File: src/hdl/dtsp_pkg.sv
// Shared types and codes for the device tree structure parser.
// No dependencies; the top level and its checker import this package.
package dtsp_pkg;

    // Width of blob positions and emitted offsets
    localparam int OFFSET_WIDTH = 32;
    typedef logic [OFFSET_WIDTH-1:0] t_pos;

    // Header layout: last byte of magic, structure and strings offset words
    localparam int HDR_MAGIC_LAST   = 3;
    localparam int HDR_STRUCT_LAST  = 11;
    localparam int HDR_STRINGS_LAST = 15;
    localparam int HDR_SIZE         = 16;

    localparam logic [31:0] DT_MAGIC = 32'hD00DFEED;

    // Structure block tokens
    localparam logic [31:0] TOK_BEGIN_NODE = 32'd1;
    localparam logic [31:0] TOK_END_NODE   = 32'd2;
    localparam logic [31:0] TOK_PROP       = 32'd3;
    localparam logic [31:0] TOK_NOP        = 32'd4;
    localparam logic [31:0] TOK_END        = 32'd9;

    // Parse phases
    typedef logic [2:0] t_phase;
    localparam t_phase PH_HEADER = 3'd0;
    localparam t_phase PH_SKIP   = 3'd1;
    localparam t_phase PH_TOKEN  = 3'd2;
    localparam t_phase PH_NAME   = 3'd3;
    localparam t_phase PH_PLEN   = 3'd4;
    localparam t_phase PH_PNAME  = 3'd5;

    // Event kinds on the result channel
    typedef logic [1:0] t_event;
    localparam t_event EV_PROP      = 2'd0;
    localparam t_event EV_END       = 2'd1;
    localparam t_event EV_BAD_MAGIC = 2'd2;
    localparam t_event EV_BAD_TOKEN = 2'd3;

endpackage

File: src/hdl/device_tree_structure_parser.sv
// Device tree structure parser: walks a flattened device tree blob byte by byte
// and reports properties, end of structure and errors. Depends on dtsp_pkg.
//
//   channel | direction | handshake               | payload
//   --------+-----------+-------------------------+---------------------------------
//   in      | input     | i_in_valid / o_in_ready | i_blob_byte, i_blob_start
//   out     | output    | o_out_valid/ i_out_ready| o_event_kind, o_name_offset,
//           |           |                         | o_value_offset, o_value_length,
//           |           |                         | o_token_word
//
// One byte per cycle sustained while the result is taken; a byte passes the input
// register, then the token state machine, whose output loads the result register.
// The token state machine and its 32-bit adds for the skip count are combinational.
// Synchronous reset clears both stages and leaves the parser stopped until a
// byte marked as blob start arrives. A stalled result holds the byte stage;
// the input side keeps taking a byte while the input register drains.
module device_tree_structure_parser (
    input  logic        i_clk,
    input  logic        i_rst_n,
    input  logic        i_in_valid,
    output logic        o_in_ready,
    input  logic [7:0]  i_blob_byte,
    input  logic        i_blob_start,
    output logic        o_out_valid,
    input  logic        i_out_ready,
    output dtsp_pkg::t_event o_event_kind,
    output logic [31:0] o_name_offset,
    output logic [31:0] o_value_offset,
    output logic [31:0] o_value_length,
    output logic [31:0] o_token_word
);
    import dtsp_pkg::*;

    // Input register
    logic        r_in_valid;
    logic [7:0]  r_in_byte;
    logic        r_in_start;

    // Parser state
    t_pos        r_pos,        n_pos;
    logic [31:0] r_shift,      n_shift;
    logic [1:0]  r_count,      n_count;
    t_phase      r_phase,      n_phase;
    t_pos        r_struct,     n_struct;
    t_pos        r_strings,    n_strings;
    logic [31:0] r_skip,       n_skip;
    logic [31:0] r_held,       n_held;
    logic        r_stopped,    n_stopped;

    // Result register
    logic        r_out_valid,  n_out_valid;
    t_event      r_kind,       n_kind;
    logic [31:0] r_name,       n_name;
    logic [31:0] r_voff,       n_voff;
    logic [31:0] r_vlen,       n_vlen;
    logic [31:0] r_tword,      n_tword;

    // Effective state after a possible restart
    t_pos        e_pos;
    logic [31:0] e_shift;
    logic [1:0]  e_count;
    t_phase      e_phase;
    t_pos        e_struct;
    t_pos        e_strings;
    logic [31:0] e_skip;
    logic [31:0] e_held;
    logic        e_stopped;

    logic        advance;
    t_pos        nxt;
    logic [31:0] shifted;
    logic [1:0]  cnt_inc;
    logic [1:0]  name_pad;
    logic [1:0]  val_pad;
    logic [32:0] val_skip;

    assign advance    = r_in_valid && (!r_out_valid || i_out_ready);
    assign o_in_ready = !r_in_valid || advance;

    assign e_pos     = r_in_start ? '0        : r_pos;
    assign e_shift   = r_in_start ? '0        : r_shift;
    assign e_count   = r_in_start ? '0        : r_count;
    assign e_phase   = r_in_start ? PH_HEADER : r_phase;
    assign e_struct  = r_in_start ? '0        : r_struct;
    assign e_strings = r_in_start ? '0        : r_strings;
    assign e_skip    = r_in_start ? '0        : r_skip;
    assign e_held    = r_in_start ? '0        : r_held;
    assign e_stopped = r_in_start ? 1'b0      : r_stopped;

    assign nxt      = e_pos + t_pos'(1);
    assign shifted  = {e_shift[23:0], r_in_byte};
    assign cnt_inc  = e_count + 2'd1;
    // Pad to the next 4-byte boundary after the name terminator
    assign name_pad = 2'd0 - nxt[1:0];
    // Pad after the value: depends only on the low bits of its end
    assign val_pad  = 2'd0 - (nxt[1:0] + e_held[1:0]);
    assign val_skip = {1'b0, e_held} + {31'd0, val_pad};

    // Advance the token state machine by one byte
    always_comb begin
        n_pos       = r_pos;
        n_shift     = r_shift;
        n_count     = r_count;
        n_phase     = r_phase;
        n_struct    = r_struct;
        n_strings   = r_strings;
        n_skip      = r_skip;
        n_held      = r_held;
        n_stopped   = r_stopped;
        n_out_valid = 1'b0;
        n_kind      = EV_PROP;
        n_name      = '0;
        n_voff      = '0;
        n_vlen      = '0;
        n_tword     = '0;

        if (advance) begin
            n_pos     = e_pos;
            n_shift   = e_shift;
            n_count   = e_count;
            n_phase   = e_phase;
            n_struct  = e_struct;
            n_strings = e_strings;
            n_skip    = e_skip;
            n_held    = e_held;
            n_stopped = e_stopped;

            if (!e_stopped) begin
                n_pos = nxt;
                unique case (e_phase)
                    PH_SKIP: begin
                        n_skip = e_skip - 32'd1;
                        if (e_skip == 32'd1) begin
                            n_phase = PH_TOKEN;
                            n_shift = '0;
                            n_count = '0;
                        end
                    end
                    PH_NAME: begin
                        if (r_in_byte == 8'd0) begin
                            n_shift = '0;
                            n_count = '0;
                            if (name_pad == 2'd0) begin
                                n_phase = PH_TOKEN;
                            end else begin
                                n_phase = PH_SKIP;
                                n_skip  = {30'd0, name_pad};
                            end
                        end
                    end
                    PH_HEADER: begin
                        n_shift = shifted;
                        n_count = cnt_inc;
                        if (e_pos == t_pos'(HDR_MAGIC_LAST)) begin
                            if (shifted != DT_MAGIC) begin
                                n_out_valid = 1'b1;
                                n_kind      = EV_BAD_MAGIC;
                                n_tword     = shifted;
                                n_stopped   = 1'b1;
                            end
                        end else if (e_pos == t_pos'(HDR_STRUCT_LAST)) begin
                            n_struct = shifted[OFFSET_WIDTH-1:0];
                        end else if (e_pos == t_pos'(HDR_STRINGS_LAST)) begin
                            n_strings = shifted[OFFSET_WIDTH-1:0];
                            n_shift   = '0;
                            n_count   = '0;
                            if (e_struct > t_pos'(HDR_SIZE)) begin
                                n_phase = PH_SKIP;
                                n_skip  = 32'(e_struct - t_pos'(HDR_SIZE));
                            end else begin
                                n_phase = PH_TOKEN;
                            end
                        end
                    end
                    default: begin
                        // Token phases: collect a big-endian word, act on its last byte
                        n_shift = shifted;
                        n_count = cnt_inc;
                        if (cnt_inc == 2'd0) begin
                            n_shift = '0;
                            if (e_phase == PH_PLEN) begin
                                n_held  = shifted;
                                n_phase = PH_PNAME;
                            end else if (e_phase == PH_PNAME) begin
                                n_out_valid = 1'b1;
                                n_kind      = EV_PROP;
                                n_name      = 32'(e_strings + shifted[OFFSET_WIDTH-1:0]);
                                n_voff      = 32'(nxt);
                                n_vlen      = e_held;
                                if (val_skip == 33'd0) begin
                                    n_phase = PH_TOKEN;
                                end else begin
                                    n_phase = PH_SKIP;
                                    n_skip  = val_skip[32] ? '1 : val_skip[31:0];
                                end
                            end else begin
                                if (shifted == TOK_BEGIN_NODE) begin
                                    n_phase = PH_NAME;
                                end else if (shifted == TOK_PROP) begin
                                    n_phase = PH_PLEN;
                                end else if (shifted == TOK_END) begin
                                    n_out_valid = 1'b1;
                                    n_kind      = EV_END;
                                    n_stopped   = 1'b1;
                                end else if (shifted != TOK_END_NODE &&
                                             shifted != TOK_NOP) begin
                                    n_out_valid = 1'b1;
                                    n_kind      = EV_BAD_TOKEN;
                                    n_tword     = shifted;
                                end
                            end
                        end
                    end
                endcase
            end
        end
    end

    // Capture an input transaction whenever the input register frees up
    always_ff @(posedge i_clk) begin
        if (!i_rst_n) begin
            r_in_valid <= 1'b0;
        end else if (o_in_ready) begin
            r_in_valid <= i_in_valid;
        end
        if (o_in_ready && i_in_valid) begin
            r_in_byte  <= i_blob_byte;
            r_in_start <= i_blob_start;
        end
    end

    // Update parser state
    always_ff @(posedge i_clk) begin
        if (!i_rst_n) begin
            r_pos     <= '0;
            r_shift   <= '0;
            r_count   <= '0;
            r_phase   <= PH_HEADER;
            r_struct  <= '0;
            r_strings <= '0;
            r_skip    <= '0;
            r_held    <= '0;
            r_stopped <= 1'b1;
        end else begin
            r_pos     <= n_pos;
            r_shift   <= n_shift;
            r_count   <= n_count;
            r_phase   <= n_phase;
            r_struct  <= n_struct;
            r_strings <= n_strings;
            r_skip    <= n_skip;
            r_held    <= n_held;
            r_stopped <= n_stopped;
        end
    end

    // Load the result register; drop it once taken
    always_ff @(posedge i_clk) begin
        if (!i_rst_n) begin
            r_out_valid <= 1'b0;
        end else if (advance) begin
            r_out_valid <= n_out_valid;
        end else if (i_out_ready) begin
            r_out_valid <= 1'b0;
        end
        if (advance && n_out_valid) begin
            r_kind  <= n_kind;
            r_name  <= n_name;
            r_voff  <= n_voff;
            r_vlen  <= n_vlen;
            r_tword <= n_tword;
        end
    end

    assign o_out_valid    = r_out_valid;
    assign o_event_kind   = r_kind;
    assign o_name_offset  = r_name;
    assign o_value_offset = r_voff;
    assign o_value_length = r_vlen;
    assign o_token_word   = r_tword;

endmodule

File: config.mk
export PLATFORM = sky130hd
export DESIGN_NAME = device_tree_structure_parser
export DESIGN_NICKNAME = d
export VERILOG_FILES = /design/src/hdl/dtsp_pkg.sv /design/src/hdl/device_tree_structure_parser.sv
export SDC_FILE = /design/constraint.sdc
export NUM_CORES = 1
export LEC_CHECK = 0
export BUFFER_PORTS_ARGS = -buffer_cell sky130_fd_sc_hd__buf_2
export CORE_ASPECT_RATIO = 0.7
export CORE_MARGIN = 2
export CORE_UTILIZATION = 40
export DETAILED_ROUTE_END_ITERATION = 8
export HOLD_SLACK_MARGIN = 0.12
export PLACE_DENSITY = 0.61
export SKIP_LAST_GASP = 1
export SLEW_MARGIN = 20
export SYNTH_ARGS = -nofsm -noshare
export SYNTH_HDL_FRONTEND = slang
export SYNTH_SLANG_ARGS = --single-unit
File: constraint.sdc
create_clock -name i_clk -period 26.1 [get_ports i_clk]
set_clock_uncertainty 0.05 [all_clocks]
set_input_delay 0 -clock i_clk [delete_from_list [all_inputs] [get_ports i_clk]]
set_output_delay 0 -clock i_clk [all_outputs]
set_load 0.02 [all_outputs]
==> flow_metrics.py <==
metrics = {
    "worst_setup_path": {
        "ff2ff_setup_slack_ns": 19.65,
        "startpoint_type": "flop",
        "critical_path_required_ns": 26.51,
        "critPathMaxFanout": 41,
        "cpMaxStageDelayCell": "or4_1",
        "arrival_ns": 6.86,
        "critPathTopFamily": "simple AND/OR/NAND/NOR gates",
        "timing.rr.end": "r_skip[11]",
        "critPathKind": "flop to flop",
        "reg2reg_depth": 17,
        "reg2reg_from": "r_in_start",
        "path_cells": "inv_2 > buf_4 > nand2_1 > clkinv_1 > ha_1 > xor2_1 > xnor2_1 > ha_1 > and4_1 > o2111ai_1 > o22ai_1 > a2111oi_0 > o2111ai_1 > or4_1 > nand2_1 > o22ai_1 > a221oi_1",
        "path_buf_inv": 3,
        "critPathCaptureType": "flop",
        "max_stage_delay_ns": 0.88,
    },
    "layout": {
        "areaGrowthSynthToFinish_pct": 14.8,
        "layoutNonFillerInstCount": 2924,
        "drive_gt1_frac": 0.126,
        "nets": 2334,
        "n_antenna_cell": 0,
        "fin_util": 0.466,
        "final_area_um2": 21700,
        "nFillCells": 4453,
    },
    "synthesis": {
        "synth-seq-cells": 331,
        "synthTopCellsByArea": "edfxtp_1, dfxtp_1, nor2_1",
        "ys_warn_count": 0,
        "yosys.area.top_type": "edfxtp_1",
        "syn_nets": 2250,
        "ys.flop_type": "dfxtp_1",
        "yosysUniqueCellTypes": 87,
        "syn_inst": 2198,
        "seq_area_frac_synth": 0.425,
        "yosysTopAreaCellShare": 0.221,
        "async_flop_share": 0,
        "synth_common_cells": "nor2_1, dfxtp_1, o21ai_0",
        "synth-edff-count": 139,
        "yosysMostFrequentCell": "nor2_1",
        "synthesis.area_um2": 18900,
        "postSynthAreaPerCell_um2": 8.59,
    },
    "routing": {
        "via_per_inst": 6.13,
        "num_vias": 17900,
        "routedWlPerCell_um": 23.4,
        "drt.antenna.violating_nets": 0,
        "routed_wl_mm": 68.3,
        "drc_errors": 0,
        "drt-initial-drc-count": 2517,
        "dr.pass1.iters": 6,
    },
    "die": {
        "die_w_um": 264,
        "core_region_area_um2": 46500,
        "ioPinCount": 145,
        "die_h_um": 186,
        "row_count": 66,
        "start_util": 0.406,
        "fp.dieArea_um2": 49000,
    },
    "power": {
        "p_int_mw": 0.902,
        "p_leak_nw": 7.26,
        "seq_power_share": 0.455,
        "p_sw_mw": 0.308,
        "pwr-share-comb": 0.071,
        "irDropWorstVdd_v": 0.0000410,
        "power.density_nw_per_um2": 55.8,
        "p_total_mw": 1.21,
        "switching_share": 0.255,
        "clkPwrFrac": 0.474,
    },
    "clocking": {
        "root_buffer": "clkbuf_16",
        "tritoncts": "built",
        "post_cts_buffers": 0,
        "cts_max_path_buffers": 3,
        "cts_buffers": 38,
        "clock_sinks": 331,
        "hold_buffers": 22,
        "clock_latency_ns": 0.57,
        "cts_resized": 0,
        "path_clk_slew_ns": 0.06,
        "h-tree-depth": 2,
    },
    "run": {
        "maxCapViolCount": 0,
    },
    "min_path": {
        "hold_end": "o_out_valid",
        "worst_hold_path_type": "input pin to flop",
        "hold_depth": 5,
        "hp-start": "i_out_ready",
    },
    "global_routing": {
        "grt_pass1_vias": 16500,
        "grt_pass1_wl_mm": 103,
        "gr-total-overflow": 0,
        "grt_usage": 0.275,
        "grt_max_degree": 116,
        "antenna_found_initial": 1,
    },
    "sta": {
        "setup_viol_count_final": 0,
        "fmax_mhz": 155,
        "worstMarginPinSlew_ns": 1.13,
        "slew_viol_final": 0,
        "fin_tns_setup_ns": 0,
        "hold_viol": 0,
        "hold_ws_ns": 0.238,
        "period_minus_slack_ns": 6.45,
        "rsz0062_at_grt": "no",
        "finalCritPeriodShare": 0.247,
        "slew_headroom": 0.244,
        "fin_ws_ns": 19.65,
    },
    "place": {
        "placed_cells": 2832,
        "gp_congestion": 0.973,
        "portBuffers": 144,
        "dp_slack_ns": 19.85,
        "placed_area_um2": 20100,
        "hpwl_mm": 47.4,
    },
    "outcome": {
        "outcome": "finished, final reports clean",
    },
}
-- power by group through the flow --
stage / combinational [mW] / sequential (mW) / clock (mW)
2_1_floorplan: 0.0583 / 0.555 / 0
5_1_grt: 0.0928 / 0.551 / 0.603
4_1_cts: 0.0837 / 0.550 / 0.584
3_5_place_dp: 0.0810 / 0.561 / 0
6_report: 0.0859 / 0.551 / 0.573
3_3_place_gp: 0.0804 / 0.561 / 0
-- flip-flops by register name (all words and copies together), names as in the netlist --
signal	flops
r_strings	32
r_count	2
o_token_word	32
r_struct	32
r_in_start	1
r_stopped	1
o_value_offset	32
o_out_valid	1
o_event_kind	2
r_pos	32
r_skip	32
r_shift	24
o_value_length	32
r_held	32
r_in_valid	1
o_name_offset	32
r_phase	3
r_in_byte	8
-- layout make-up --
| cell class | instances | area, um^2 | share of cell area |
|---|---|---|---|
| multi-input combinational | 1669 | 10200 | 0.470 |
| sequential | 331 | 8020 | 0.370 |
| timing repair buffer | 204 | 1240 | 0.0571 |
| clock buffer | 55 | 1170 | 0.0541 |
| tap | 612 | 766 | 0.0353 |
| clock inverter | 15 | 159 | 0.00733 |
| inverter | 38 | 145 | 0.00670 |
-- routing by layer --
metal  vias to the layer above  part of all wire  track usage
met5                         -                 0            0
met4                         0             0.026       0.0805
met3                       115              0.11       0.0771
met2                       887              0.40        0.375
met1                      8657              0.47        0.413
li1                       8258                 -            -
-- worst max-delay path by stage --
stage                           from              end  slack [ns]  depth (start not counted)
after global routing      r_in_start       r_skip[11]       19.38                         17
after detailed placement  r_in_start       r_skip[11]       19.85                         17
after CTS                 r_in_start       r_skip[11]       19.82                         17
after global placement    r_in_start       r_skip[19]       20.00                         17
final                     r_in_start       r_skip[11]       19.65                         17
after floorplan           r_in_start  o_event_kind[0]       16.07                         16
-- placed cells by master (no fill, tap or decap), types with 13 or more instances in the layout --
cell type and instances:
o21ai_0 146, nor2_1 322, nor3b_1 30, nand2b_1 13, buf_2 144, buf_4 37, dfxtp_1 192, nand2_1 142
and3_1 27, a21o_1 27, inv_1 35, nand4_1 26, ha_1 38, nor3_1 58, a31oi_1 30, dlygate4sd3_1 22
nand3_1 36, o211ai_1 18, and2_1 41, edfxtp_1 139, a22oi_1 145, nor4_1 27, a21oi_1 109, clkbuf_16 42
xor2_1 24, nor2b_1 93, or3_1 23, xnor2_1 67
-- cells by family (layout without fill, tap and decap cells) --
family	after synthesis	count (layout)	share of synthesized area
XOR/XNOR	91	91	0.0422
multiplexers	12	12	0.00656
flip-flops	331	331	0.425
buffers and inverters	198	312	0.0406
AO/OA/AOI/OAI	623	623	0.220
AND/OR/NAND/NOR	904	904	0.240
adder cells (fa/ha/maj)	39	39	0.0262
-- tightest hold or removal path, cell delays in order --
cell           delay (ns)
dlygate4sd3_1        0.51
buf_2                0.10
nor2b_1              0.05
nor2_1               0.10
nor2_1               0.04
(Power assumes the default switching activity.)
